**src/hdl/gmc_pkg.sv**
```systemverilog
package gmc_pkg;

  // Largest graph the search handles; adjacency rows carry one bit per vertex.
  localparam int MAX_VERTICES = 16;
  localparam int VIDX_W       = $clog2(MAX_VERTICES);
  localparam int VPTR_W       = $clog2(MAX_VERTICES + 1);
  localparam int COLOR_W      = 5;
  localparam int ROW_W        = 16;
  localparam int CFG_W        = 5;

  typedef enum logic {
    OP_LOAD  = 1'b0,
    OP_SOLVE = 1'b1
  } op_t;

  typedef enum logic {
    REG_COLOR_LIMIT  = 1'b0,
    REG_VERTEX_COUNT = 1'b1
  } reg_idx_t;

  typedef enum logic [2:0] {
    S_IDLE,
    S_CLEAR,
    S_VISIT,
    S_TRY,
    S_FINISH
  } state_t;

  typedef struct packed {
    logic write_row;
    logic clear;
    logic visit;
    logic place;
    logic back;
    logic next_c;
    logic load_result;
    logic found;
  } cmd_t;

  typedef struct packed {
    logic v_done;
    logic v_zero;
    logic c_over;
    logic safe;
    logic out_busy;
  } status_t;

endpackage

```
**src/hdl/graph_m_coloring_backtrack.sv**
```systemverilog
// Graph colouring decider with a backtracking search.
//
// Input items arrive on the s_ stream. With s_tuser low an item loads one
// adjacency row: row_index in s_tdata[3:0], row_bits in s_tdata[19:4]. Such an
// item produces no result. With s_tuser high an item starts
// a search over the first vertex_count vertices using at most color_limit
// colours, and one result item comes out on the m_ stream with m_tdata[0] set
// when a valid colouring exists.
// A search item is followed by a step that clears the colour store, a visit of
// each vertex (the closing check that all are placed included), a trial of each
// colour tried and a step each time a vertex runs out of colours, then the
// loading of the output register. s_tready stays low meanwhile, so the next
// item goes in only once the answer has been loaded.
// The result sits in an output register. If the receiver stalls, new row loads
// and a new search are still taken; a finished search waits for the register to
// empty before handing over its answer.
// Reset (synchronous, active high) clears the controller, the colour store and
// the output valid, and sets color_limit to 3 and vertex_count to 4; adjacency
// rows hold no value until loaded. Registers sit on an APB port: color_limit at
// address 0, vertex_count at address 4.
module graph_m_coloring_backtrack (
  input  logic        clk,
  input  logic        rst,
  // APB configuration port
  input  logic        psel,
  input  logic        penable,
  input  logic        pwrite,
  input  logic [2:0]  paddr,
  input  logic [31:0] pwdata,
  output logic [31:0] prdata,
  output logic        pready,
  // Input stream
  input  logic        s_tvalid,
  output logic        s_tready,
  input  logic [23:0] s_tdata,   // row_index [3:0], row_bits [19:4], zero [23:20]
  input  logic [0:0]  s_tuser,   // operation [0]
  // Output stream
  output logic        m_tvalid,
  input  logic        m_tready,
  output logic [7:0]  m_tdata    // colorable [0], zero [7:1]
);
  import gmc_pkg::*;

  logic [CFG_W-1:0] color_limit;
  logic [CFG_W-1:0] vertex_count;
  logic             cfg_write;
  reg_idx_t         cfg_sel;
  cmd_t             cmd;
  status_t          status;
  logic             colorable;

  assign pready    = 1'b1;
  assign cfg_sel   = reg_idx_t'(paddr[2]);
  assign cfg_write = psel && penable && pwrite && pready;

  // Configuration registers; the upper data bits are dropped on a write.
  always_ff @(posedge clk) begin
    if (rst) begin
      color_limit  <= CFG_W'(3);
      vertex_count <= CFG_W'(4);
    end else if (cfg_write) begin
      unique case (cfg_sel)
        REG_COLOR_LIMIT:  color_limit  <= pwdata[CFG_W-1:0];
        REG_VERTEX_COUNT: vertex_count <= pwdata[CFG_W-1:0];
        default: ;
      endcase
    end
  end

  always_comb begin
    unique case (cfg_sel)
      REG_COLOR_LIMIT:  prdata = {{(32-CFG_W){1'b0}}, color_limit};
      REG_VERTEX_COUNT: prdata = {{(32-CFG_W){1'b0}}, vertex_count};
      default:          prdata = '0;
    endcase
  end

  // The controller sequences the search; the datapath holds the graph,
  // the colour store and the vertex pointer.
  gmc_ctrl u_ctrl (
    .clk      (clk),
    .rst      (rst),
    .s_tvalid (s_tvalid),
    .s_tready (s_tready),
    .s_op     (s_tuser[0]),
    .status   (status),
    .cmd      (cmd)
  );

  gmc_dpath u_dpath (
    .clk          (clk),
    .rst          (rst),
    .cmd          (cmd),
    .status       (status),
    .row_index    (s_tdata[VIDX_W-1:0]),
    .row_bits     (s_tdata[VIDX_W+ROW_W-1:VIDX_W]),
    .color_limit  (color_limit),
    .vertex_count (vertex_count),
    .m_tready     (m_tready),
    .m_tvalid     (m_tvalid),
    .colorable    (colorable)
  );

  assign m_tdata = {7'b0, colorable};

  // A search item closes the input until its answer is ready.
  a_solve_blocks: assert property (@(posedge clk) disable iff (rst)
    s_tvalid && s_tready && s_tuser[0] == OP_SOLVE |=> !s_tready)
    else $error("input stayed open after a search item");

  // The answer never overwrites an item still held by a stalled receiver.
  a_no_overwrite: assert property (@(posedge clk) disable iff (rst)
    cmd.load_result |-> !status.out_busy)
    else $error("result register overwritten while stalled");

  // The datapath is given at most one action per cycle.
  a_one_action: assert property (@(posedge clk) disable iff (rst)
    $onehot0({cmd.write_row, cmd.clear, cmd.visit, cmd.place, cmd.back,
              cmd.next_c, cmd.load_result}))
    else $error("conflicting datapath commands");

endmodule

```
**src/hdl/gmc_ctrl.sv**
```systemverilog
module gmc_ctrl (
  input  logic             clk,
  input  logic             rst,
  input  logic             s_tvalid,
  output logic             s_tready,
  input  logic             s_op,
  input  gmc_pkg::status_t status,
  output gmc_pkg::cmd_t    cmd
);
  import gmc_pkg::*;

  state_t state, state_next;
  logic   found, found_next;

  always_ff @(posedge clk) begin
    if (rst) begin
      state <= S_IDLE;
      found <= 1'b0;
    end else begin
      state <= state_next;
      found <= found_next;
    end
  end

  // Next state and the answer to be delivered.
  always_comb begin
    state_next = state;
    found_next = found;
    unique case (state)
      S_IDLE: begin
        if (s_tvalid && op_t'(s_op) == OP_SOLVE) state_next = S_CLEAR;
      end
      S_CLEAR: state_next = S_VISIT;
      S_VISIT: begin
        if (status.v_done) begin
          found_next = 1'b1;
          state_next = S_FINISH;
        end else begin
          state_next = S_TRY;
        end
      end
      S_TRY: begin
        priority if (status.c_over) begin
          if (status.v_zero) begin
            found_next = 1'b0;
            state_next = S_FINISH;
          end else begin
            state_next = S_VISIT;
          end
        end else if (status.safe) begin
          state_next = S_VISIT;
        end else begin
          state_next = S_TRY;
        end
      end
      S_FINISH: begin
        if (!status.out_busy) state_next = S_IDLE;
      end
      default: state_next = S_IDLE;
    endcase
  end

  // Commands to the datapath.
  always_comb begin
    cmd      = '0;
    s_tready = 1'b0;
    cmd.found = found;
    unique case (state)
      S_IDLE: begin
        s_tready      = 1'b1;
        cmd.write_row = s_tvalid && op_t'(s_op) == OP_LOAD;
      end
      S_CLEAR: cmd.clear = 1'b1;
      S_VISIT: cmd.visit = !status.v_done;
      S_TRY: begin
        priority if (status.c_over) begin
          cmd.back = !status.v_zero;
        end else if (status.safe) begin
          cmd.place = 1'b1;
        end else begin
          cmd.next_c = 1'b1;
        end
      end
      S_FINISH: cmd.load_result = !status.out_busy;
      default: cmd = '0;
    endcase
  end

endmodule

```
**src/hdl/gmc_dpath.sv**
```systemverilog
module gmc_dpath (
  input  logic                          clk,
  input  logic                          rst,
  input  gmc_pkg::cmd_t                 cmd,
  output gmc_pkg::status_t              status,
  input  logic [gmc_pkg::VIDX_W-1:0]    row_index,
  input  logic [gmc_pkg::ROW_W-1:0]     row_bits,
  input  logic [gmc_pkg::CFG_W-1:0]     color_limit,
  input  logic [gmc_pkg::CFG_W-1:0]     vertex_count,
  input  logic                          m_tready,
  output logic                          m_tvalid,
  output logic                          colorable
);
  import gmc_pkg::*;

  logic [ROW_W-1:0]   adjacency [MAX_VERTICES];
  logic [COLOR_W-1:0] colors    [MAX_VERTICES];
  logic [COLOR_W-1:0] top_used  [MAX_VERTICES+1];
  logic [VPTR_W-1:0]  v_ptr;
  logic [COLOR_W-1:0] trial;

  logic [VPTR_W-1:0]  n_used;
  logic [VIDX_W-1:0]  v_idx;
  logic [COLOR_W-1:0] top_cur;
  logic [COLOR_W-1:0] cap_raw;
  logic [COLOR_W-1:0] cap;
  logic [MAX_VERTICES-1:0] clash;

  assign n_used  = (vertex_count > CFG_W'(MAX_VERTICES)) ? VPTR_W'(MAX_VERTICES)
                                                         : VPTR_W'(vertex_count);
  assign v_idx   = v_ptr[VIDX_W-1:0];
  assign top_cur = top_used[v_ptr];
  assign cap_raw = top_cur + COLOR_W'(1);
  assign cap     = (cap_raw > color_limit) ? COLOR_W'(color_limit) : cap_raw;

  // A neighbour other than the vertex under test that already holds the trial colour.
  always_comb begin
    for (int j = 0; j < MAX_VERTICES; j++) begin
      clash[j] = adjacency[v_idx][j] && (VIDX_W'(j) != v_idx) && (colors[j] == trial);
    end
  end

  assign status.v_done   = v_ptr >= n_used;
  assign status.v_zero   = v_ptr == '0;
  assign status.c_over   = trial > cap;
  assign status.safe     = clash == '0;
  assign status.out_busy = m_tvalid && !m_tready;

  always_ff @(posedge clk) begin
    if (cmd.write_row) adjacency[row_index] <= row_bits;
  end

  always_ff @(posedge clk) begin
    if (rst || cmd.clear) begin
      for (int j = 0; j < MAX_VERTICES; j++) colors[j] <= '0;
      v_ptr       <= '0;
      top_used[0] <= '0;
    end else if (cmd.place) begin
      colors[v_idx]            <= trial;
      top_used[v_ptr + VPTR_W'(1)] <= (trial > top_cur) ? trial : top_cur;
      v_ptr                    <= v_ptr + VPTR_W'(1);
    end else if (cmd.back) begin
      colors[v_idx] <= '0;
      v_ptr         <= v_ptr - VPTR_W'(1);
    end
  end

  always_ff @(posedge clk) begin
    if (cmd.visit) begin
      trial <= colors[v_idx] + COLOR_W'(1);
    end else if (cmd.next_c) begin
      trial <= trial + COLOR_W'(1);
    end
  end

  always_ff @(posedge clk) begin
    if (rst) begin
      m_tvalid <= 1'b0;
    end else if (cmd.load_result) begin
      m_tvalid <= 1'b1;
    end else if (m_tready) begin
      m_tvalid <= 1'b0;
    end
  end

  always_ff @(posedge clk) begin
    if (cmd.load_result) colorable <= cmd.found;
  end

endmodule

```
**config.mk**
```make
export PLATFORM = sky130hd
export DESIGN_NAME = graph_m_coloring_backtrack
export DESIGN_NICKNAME = d
export VERILOG_FILES = /design/src/hdl/gmc_pkg.sv /design/src/hdl/graph_m_coloring_backtrack.sv /design/src/hdl/gmc_ctrl.sv /design/src/hdl/gmc_dpath.sv
export SDC_FILE = /design/constraint.sdc
export NUM_CORES = 1
export LEC_CHECK = 0
export BUFFER_PORTS_ARGS = -buffer_cell sky130_fd_sc_hd__buf_4
export CAP_MARGIN = 20
export CORE_AREA = 2 2 232 234
export CTS_CLUSTER_DIAMETER = 120
export CTS_CLUSTER_SIZE = 8
export DETAILED_ROUTE_END_ITERATION = 6
export DIE_AREA = 0 0 234 236
export PLACE_DENSITY = 0.64
export SETUP_SLACK_MARGIN = 0.3
export SLEW_MARGIN = 20
export SYNTH_ARGS = -nofsm -noshare
export SYNTH_HDL_FRONTEND = slang
export SYNTH_SLANG_ARGS = --single-unit
```
**constraint.sdc**
```tcl
create_clock -name clk -period 6.55 [get_ports clk]
set_clock_uncertainty 0.15 [all_clocks]
set_input_delay 1.965 -clock clk [delete_from_list [all_inputs] [get_ports clk]]
set_output_delay 1.965 -clock clk [all_outputs]
set_load 0.02 [all_outputs]
```
# Word-level counts from Yosys, hierarchy flattened

Memories as Yosys holds them, arrays and structs flattened. A register that Yosys moved wholly into a read port is not among the register bits.
Cells that the tools add are included.

Register bits: 26
RAM bits: 421
Bits of input ports: 67
Output and inout port bits: 43
Logic and storage cells: 177
Memories kept: 3

Add/sub/neg operators: 5
Order comparisons: 5
Equality and inequality tests: 40
Mux-type cells: 56
Bitwise logic cells: 3
Reduce and logical (&&, ||, !) cells: 57

Memories:

| memory            | words | width | read ports | clocked after Yosys merged registers in | write ports | line            | source |
|---|---|---|---|---|---|---|---|
| u_dpath.adjacency | 16    | 16    | 1          | 1                                       | 1           | gmc_dpath.sv:16 | `logic [ROW_W-1:0] adjacency [MAX_VERTICES];` |
| u_dpath.top_used  | 17    | 5     | 1          | 1                                       | 1           | gmc_dpath.sv:18 | `logic [COLOR_W-1:0] top_used [MAX_VERTICES+1];` |
| u_dpath.colors    | 16    | 5     | 17         | 1                                       | 16          | gmc_dpath.sv:17 | `logic [COLOR_W-1:0] colors [MAX_VERTICES];` |

Operators by type and width:

| cell                                                  | number |
|---|---|
| equality test 5 bit                                   | 16 |
| two-way mux 5 bit                                     | 13 |
| one-hot mux 32 bit (2 select lines)                   | 1 |
| logical AND 1 bit                                     | 37 |
| inequality test 4 bit, first input constant           | 8 |
| two-way mux 1 bit                                     | 29 |
| adder 5 x 1 -> 5 bit, second input constant           | 4 |
| two-way mux 4 bit                                     | 5 |
| two-way mux 3 bit                                     | 6 |
| logical NOT 16 bit                                    | 1 |
| inequality test 3 x 4 -> 1 bit, first input constant  | 4 |
| greater-than comparator 5 bit                         | 3 |
| one-hot mux 3 bit (5 select lines)                    | 1 |
| OR reduction 5 bit                                    | 3 |
| inequality test 2 x 4 -> 1 bit, first input constant  | 2 |
| nonzero test 2 bit                                    | 4 |
| equality test 3 x 2 -> 1 bit, second input constant   | 2 |
| inequality test 2 x 1 -> 1 bit, second input constant | 3 |
| AND reduction 2 bit                                   | 3 |
| greater-or-equal comparator 5 bit                     | 1 |
| greater-than comparator 5 bit, second input constant  | 1 |
| logical NOT 5 bit                                     | 1 |
| subtractor 5 x 1 -> 5 bit, second input constant      | 1 |
| logical NOT 1 bit                                     | 4 |
| other kinds (11)                                      | 13 |

# Longest topological paths before layout

Depth in word-level cells: 14
Mapped depth: 30

# Cells and area by module

From an unflattened synthesis, not the netlist that was laid out.

Cell total of the unflattened synthesis: 1272
Area, all modules: 20353.3 um^2

Modules (own cells, without submodules):

| module                     | instances | cells an instance | area an instance (um^2) |
|---|---|---|---|
| gmc_dpath                  | 1         | 1148              | 19282.2 |
| graph_m_coloring_backtrack | 1         | 88                | 789.5 |
| gmc_ctrl                   | 1         | 36                | 281.5 |

# Least setup slack after synthesis

OpenSTA, ideal clock, no wires.

Kind: register to register
From: register (tool-made name)
To: memory u_dpath.top_used[0][0] (data pin)
Setup time: 0.348 ns
Arrival time: 6.550 ns
Required time: 6.052 ns
Path slack: -0.498 ns
Cell stages (with the launch flop): 28
Buffers on the path: 6
Clock period less this slack: 7.048 ns
Path through: dfxtp_1 > buf_2 > buf_2 > clkbuf_1 > buf_1 > mux4_2 > mux4_2 > mux2_2 > ha_1 > nor3b_1 > xnor2_1 > ha_1 > nand3_1 > nor2_1 > a211oi_1 > nor2_1 > mux2i_1 > ha_1 > nor2b_1 > o21ai_0 > nand2b_1 > a211oi_1 > o21ai_0 > nor3_4 > buf_6 > nand2_4 > buf_2 > a211oi_1

RTL lines:

| what             | line |
|---|---|
| end: declaration | gmc_dpath.sv:18 |

==> results.py <==
metrics = {
    "setup_path": {
        "critPathMaxFanout": 6,
        "crit_type": "flip-flop to flip-flop",
        "crit_path_start_kind": "flip-flop",
        "worstPathRequired_ps": 6680,
        "crit_arrival_ps": 6140,
        "critPathCaptureType": "flip-flop",
    },
    "clocking": {
        "clock_sinks": 452,
        "cts.htree.levels": 3,
        "clk_path_buf_depth": 3,
        "clock_latency_ps": 610,
        "clk_transition_reported_paths_ps": 50,
        "clockRootBuffer": "clkbuf_16",
        "cts_buffers": 66,
        "ctsHoldBuffers": 0,
        "cts_tree": "done",
    },
    "floorplan": {
        "die_y_um": 236,
        "initial_utilization": 0.383,
        "die_area_um2": 55200,
        "core_area_um2": 53100,
        "num_io_pins": 110,
        "rows": 85,
        "die_w_um": 234,
    },
    "sta": {
        "rsz0062_at_grt": "true",
        "final-setup-viol-count": 0,
        "worstMarginPinSlew_ps": 907,
        "fin_crit_sh": 0.916,
        "clock.fmax_ghz": 0.167,
        "relSlewSlack": 0.395,
        "timing.final.crit_period_ps": 6000,
        "fin_setup_tns_ps": 0,
        "finalHoldViolCount": 0,
        "slew_violations": 0,
    },
    "logic_synthesis": {
        "ys_types": 57,
        "yosysWarnings": 0,
        "ys_seq_area_frac": 0.655,
        "synth_area_um2": 20300,
        "synthFlopType": "edfxtp_1",
        "ys_seq_elements": 452,
        "synthCells": 1291,
        "synth-edff-count": 427,
        "syn_area_per_cell_um2": 15.8,
        "async_reset_ff_frac": 0,
    },
    "power_and_ir_drop": {
        "p_seq_frac": 0.484,
        "p_sw_mw": 1.49,
        "p_sw_frac": 0.222,
        "power.density_nw_per_um2": 279,
        "peakVddDrop_uv": 184,
        "p_leak_nw": 7.94,
        "pwr-share-comb": 0.052,
        "power.internal_mw": 5.22,
        "clkPwrFrac": 0.464,
    },
    "global_route": {
        "globalRouteOverflowTotal": 0,
        "antenna_found_initial": 3,
        "grt_pass1_vias": 11900,
        "grt_max_degree": 48,
        "grt_pass1_wl_um": 73100,
        "grt_usage": 0.179,
    },
    "finish": {
        "fin_nets": 1508,
        "final-instance-count-excl-fill": 2127,
        "final_common_cell": "edfxtp_1",
        "final_cell_mix": "edfxtp_1, buf_4, nor2_1, mux4_2, clkbuf_16",
        "drive_above_1_share": 0.275,
        "syn_to_final_growth_pct": 18.2,
        "finalInstanceArea_um2": 24100,
        "n_antenna_cell": 0,
        "fill_cells": 4496,
    },
    "run_status": {
        "outcome": "complete, no violations",
    },
    "hold_path": {
        "min-delay-path-class": "flip-flop to flip-flop",
    },
    "drt": {
        "drc_errors": 0,
        "routedWlPerCell_um": 22.9,
        "drt_iter0_drc": 1126,
        "num_vias": 11900,
        "detail_route.vias_per_cell": 5.58,
        "finalWirelength_um": 48700,
        "drtPass1Iterations": 5,
        "ant_nets": 0,
    },
    "placement": {
        "place_area_um2": 21800,
        "hpwl_um": 31200,
        "placed_cells": 2020,
        "io_buffers": 41,
        "gp_congestion": 0.842,
    },
    "flow_run": {
        "drv_cap": 0,
    },
}
-- power groups by stage --
stage                     combinational [mW]  clock (mW)  sequential, mW
after floorplan                        0.236           0            3.29
after global placement                 0.324           0            3.30
after detailed placement               0.332           0            3.31
after CTS                              0.339        3.17            3.25
after global routing                   0.380        3.30            3.25
final                                  0.350        3.11            3.25
-- state kept, by name, summed over array words and instances, names as in the netlist, named ones only --
name	count
u_dpath.v_ptr	5
u_dpath.trial	5
u_dpath.colors	80
u_dpath.adjacency	256
u_dpath.top_used	85
vertex_count	5
u_dpath.m_tvalid	1
u_dpath.colorable	1
u_ctrl.found	1
u_ctrl.state	3
color_limit	5
-- Yosys cell counts (24+ instances only) --
| library cell | number | area, µm² |
|---|---|---|
| edfxtp_1 | 427 | 12800 |
| nor2_1 | 129 | 484 |
| mux4_2 | 103 | 2320 |
| xnor2_1 | 47 | 412 |
| nand2_1 | 45 | 169 |
| o21ai_0 | 41 | 205 |
| xor2_1 | 41 | 359 |
| buf_4 | 39 | 293 |
| mux2i_1 | 35 | 350 |
| buf_2 | 27 | 135 |
| ha_1 | 26 | 325 |
| dfxtp_1 | 25 | 500 |
| nand3_1 | 24 | 120 |
-- critical path, cell delays in order, from the launching register on --
cell and delay (ps):
dfxtp_4 380, buf_12 130, mux4_2 520, mux4_2 500
mux2_2 350, ha_1 240, nor3b_1 150, xnor2_1 230
ha_1 300, nand3_2 100, nor2_1 60, a211oi_2 240
nor2_2 80, mux2i_1 180, ha_1 270, nor2b_1 140
o21ai_1 110, nand2b_1 110, a211oi_4 340, o21ai_4 140
nor3_4 190, buf_6 200, nand2_8 120, nor4_4 270
buf_6 170
-- path summary, 6_finish.rpt --
kind                            slack [ps]         start  depth (start not counted)                     end
worst max register to register         550     flip-flop                         24  u_dpath.top_used[6][1]
worst min-delay path                   350  u_ctrl.found                          2            u_ctrl.found
worst min register to register         350  u_ctrl.found                          2            u_ctrl.found
worst max-delay path                   550     flip-flop                         24  u_dpath.top_used[6][1]
-- per-stage QoR --
step | util | total power, mW | hold WS, ps | setup WS, ps
final | 0.453 | 6.71 | 347 | 548
after global routing | 0.453 | 6.93 | 387 | 293
after CTS | 0.449 | 6.76 | 354 | 321
after detailed placement | 0.410 | 3.64 | 347 | -83.8
after global placement | 0.410 | 3.63 | 333 | 48.2
after floorplan | - | 3.52 | 308 | 304
-- area by class of cell --
type | instances | area [µm²] | share of cell area
multi-input combinational | 747 | 6870 | 0.285
clock buffer | 76 | 1690 | 0.0702
sequential | 452 | 13300 | 0.554
timing repair buffer | 127 | 1020 | 0.0422
tap | 696 | 871 | 0.0362
clock inverter | 8 | 205 | 0.00853
inverter | 21 | 78.8 | 0.00328
-- logic make-up after synthesis --
family          after synthesis  synth area share
mux                         157             0.142
compound gates              121            0.0387
xor+xnor                     88            0.0379
flops                       452             0.655
other cells                   2          0.000369
fa+ha+maj                    26            0.0160
simple gates                318            0.0761
buf+inv                     127            0.0345
-- metal layers --
| metal | up-vias | global-route usage | share of wire |
|---|---|---|---|
| met3 | 96 | 0.0405 | 0.072 |
| met4 | 2 | 0.0702 | 0.029 |
| met2 | 475 | 0.272 | 0.47 |
| met1 | 6095 | 0.249 | 0.43 |
| li1 | 5191 | - | - |
| met5 | - | 0 | 0.00027 |
-- what timing repair did --
item,in CTS,in global routing
endpoints found under the setup margin,261,326
gates resized for setup,11,33
cloned,1,1
pin swaps,4,19
buffers inserted,11,10
Power figures use the tool's default switching activity.
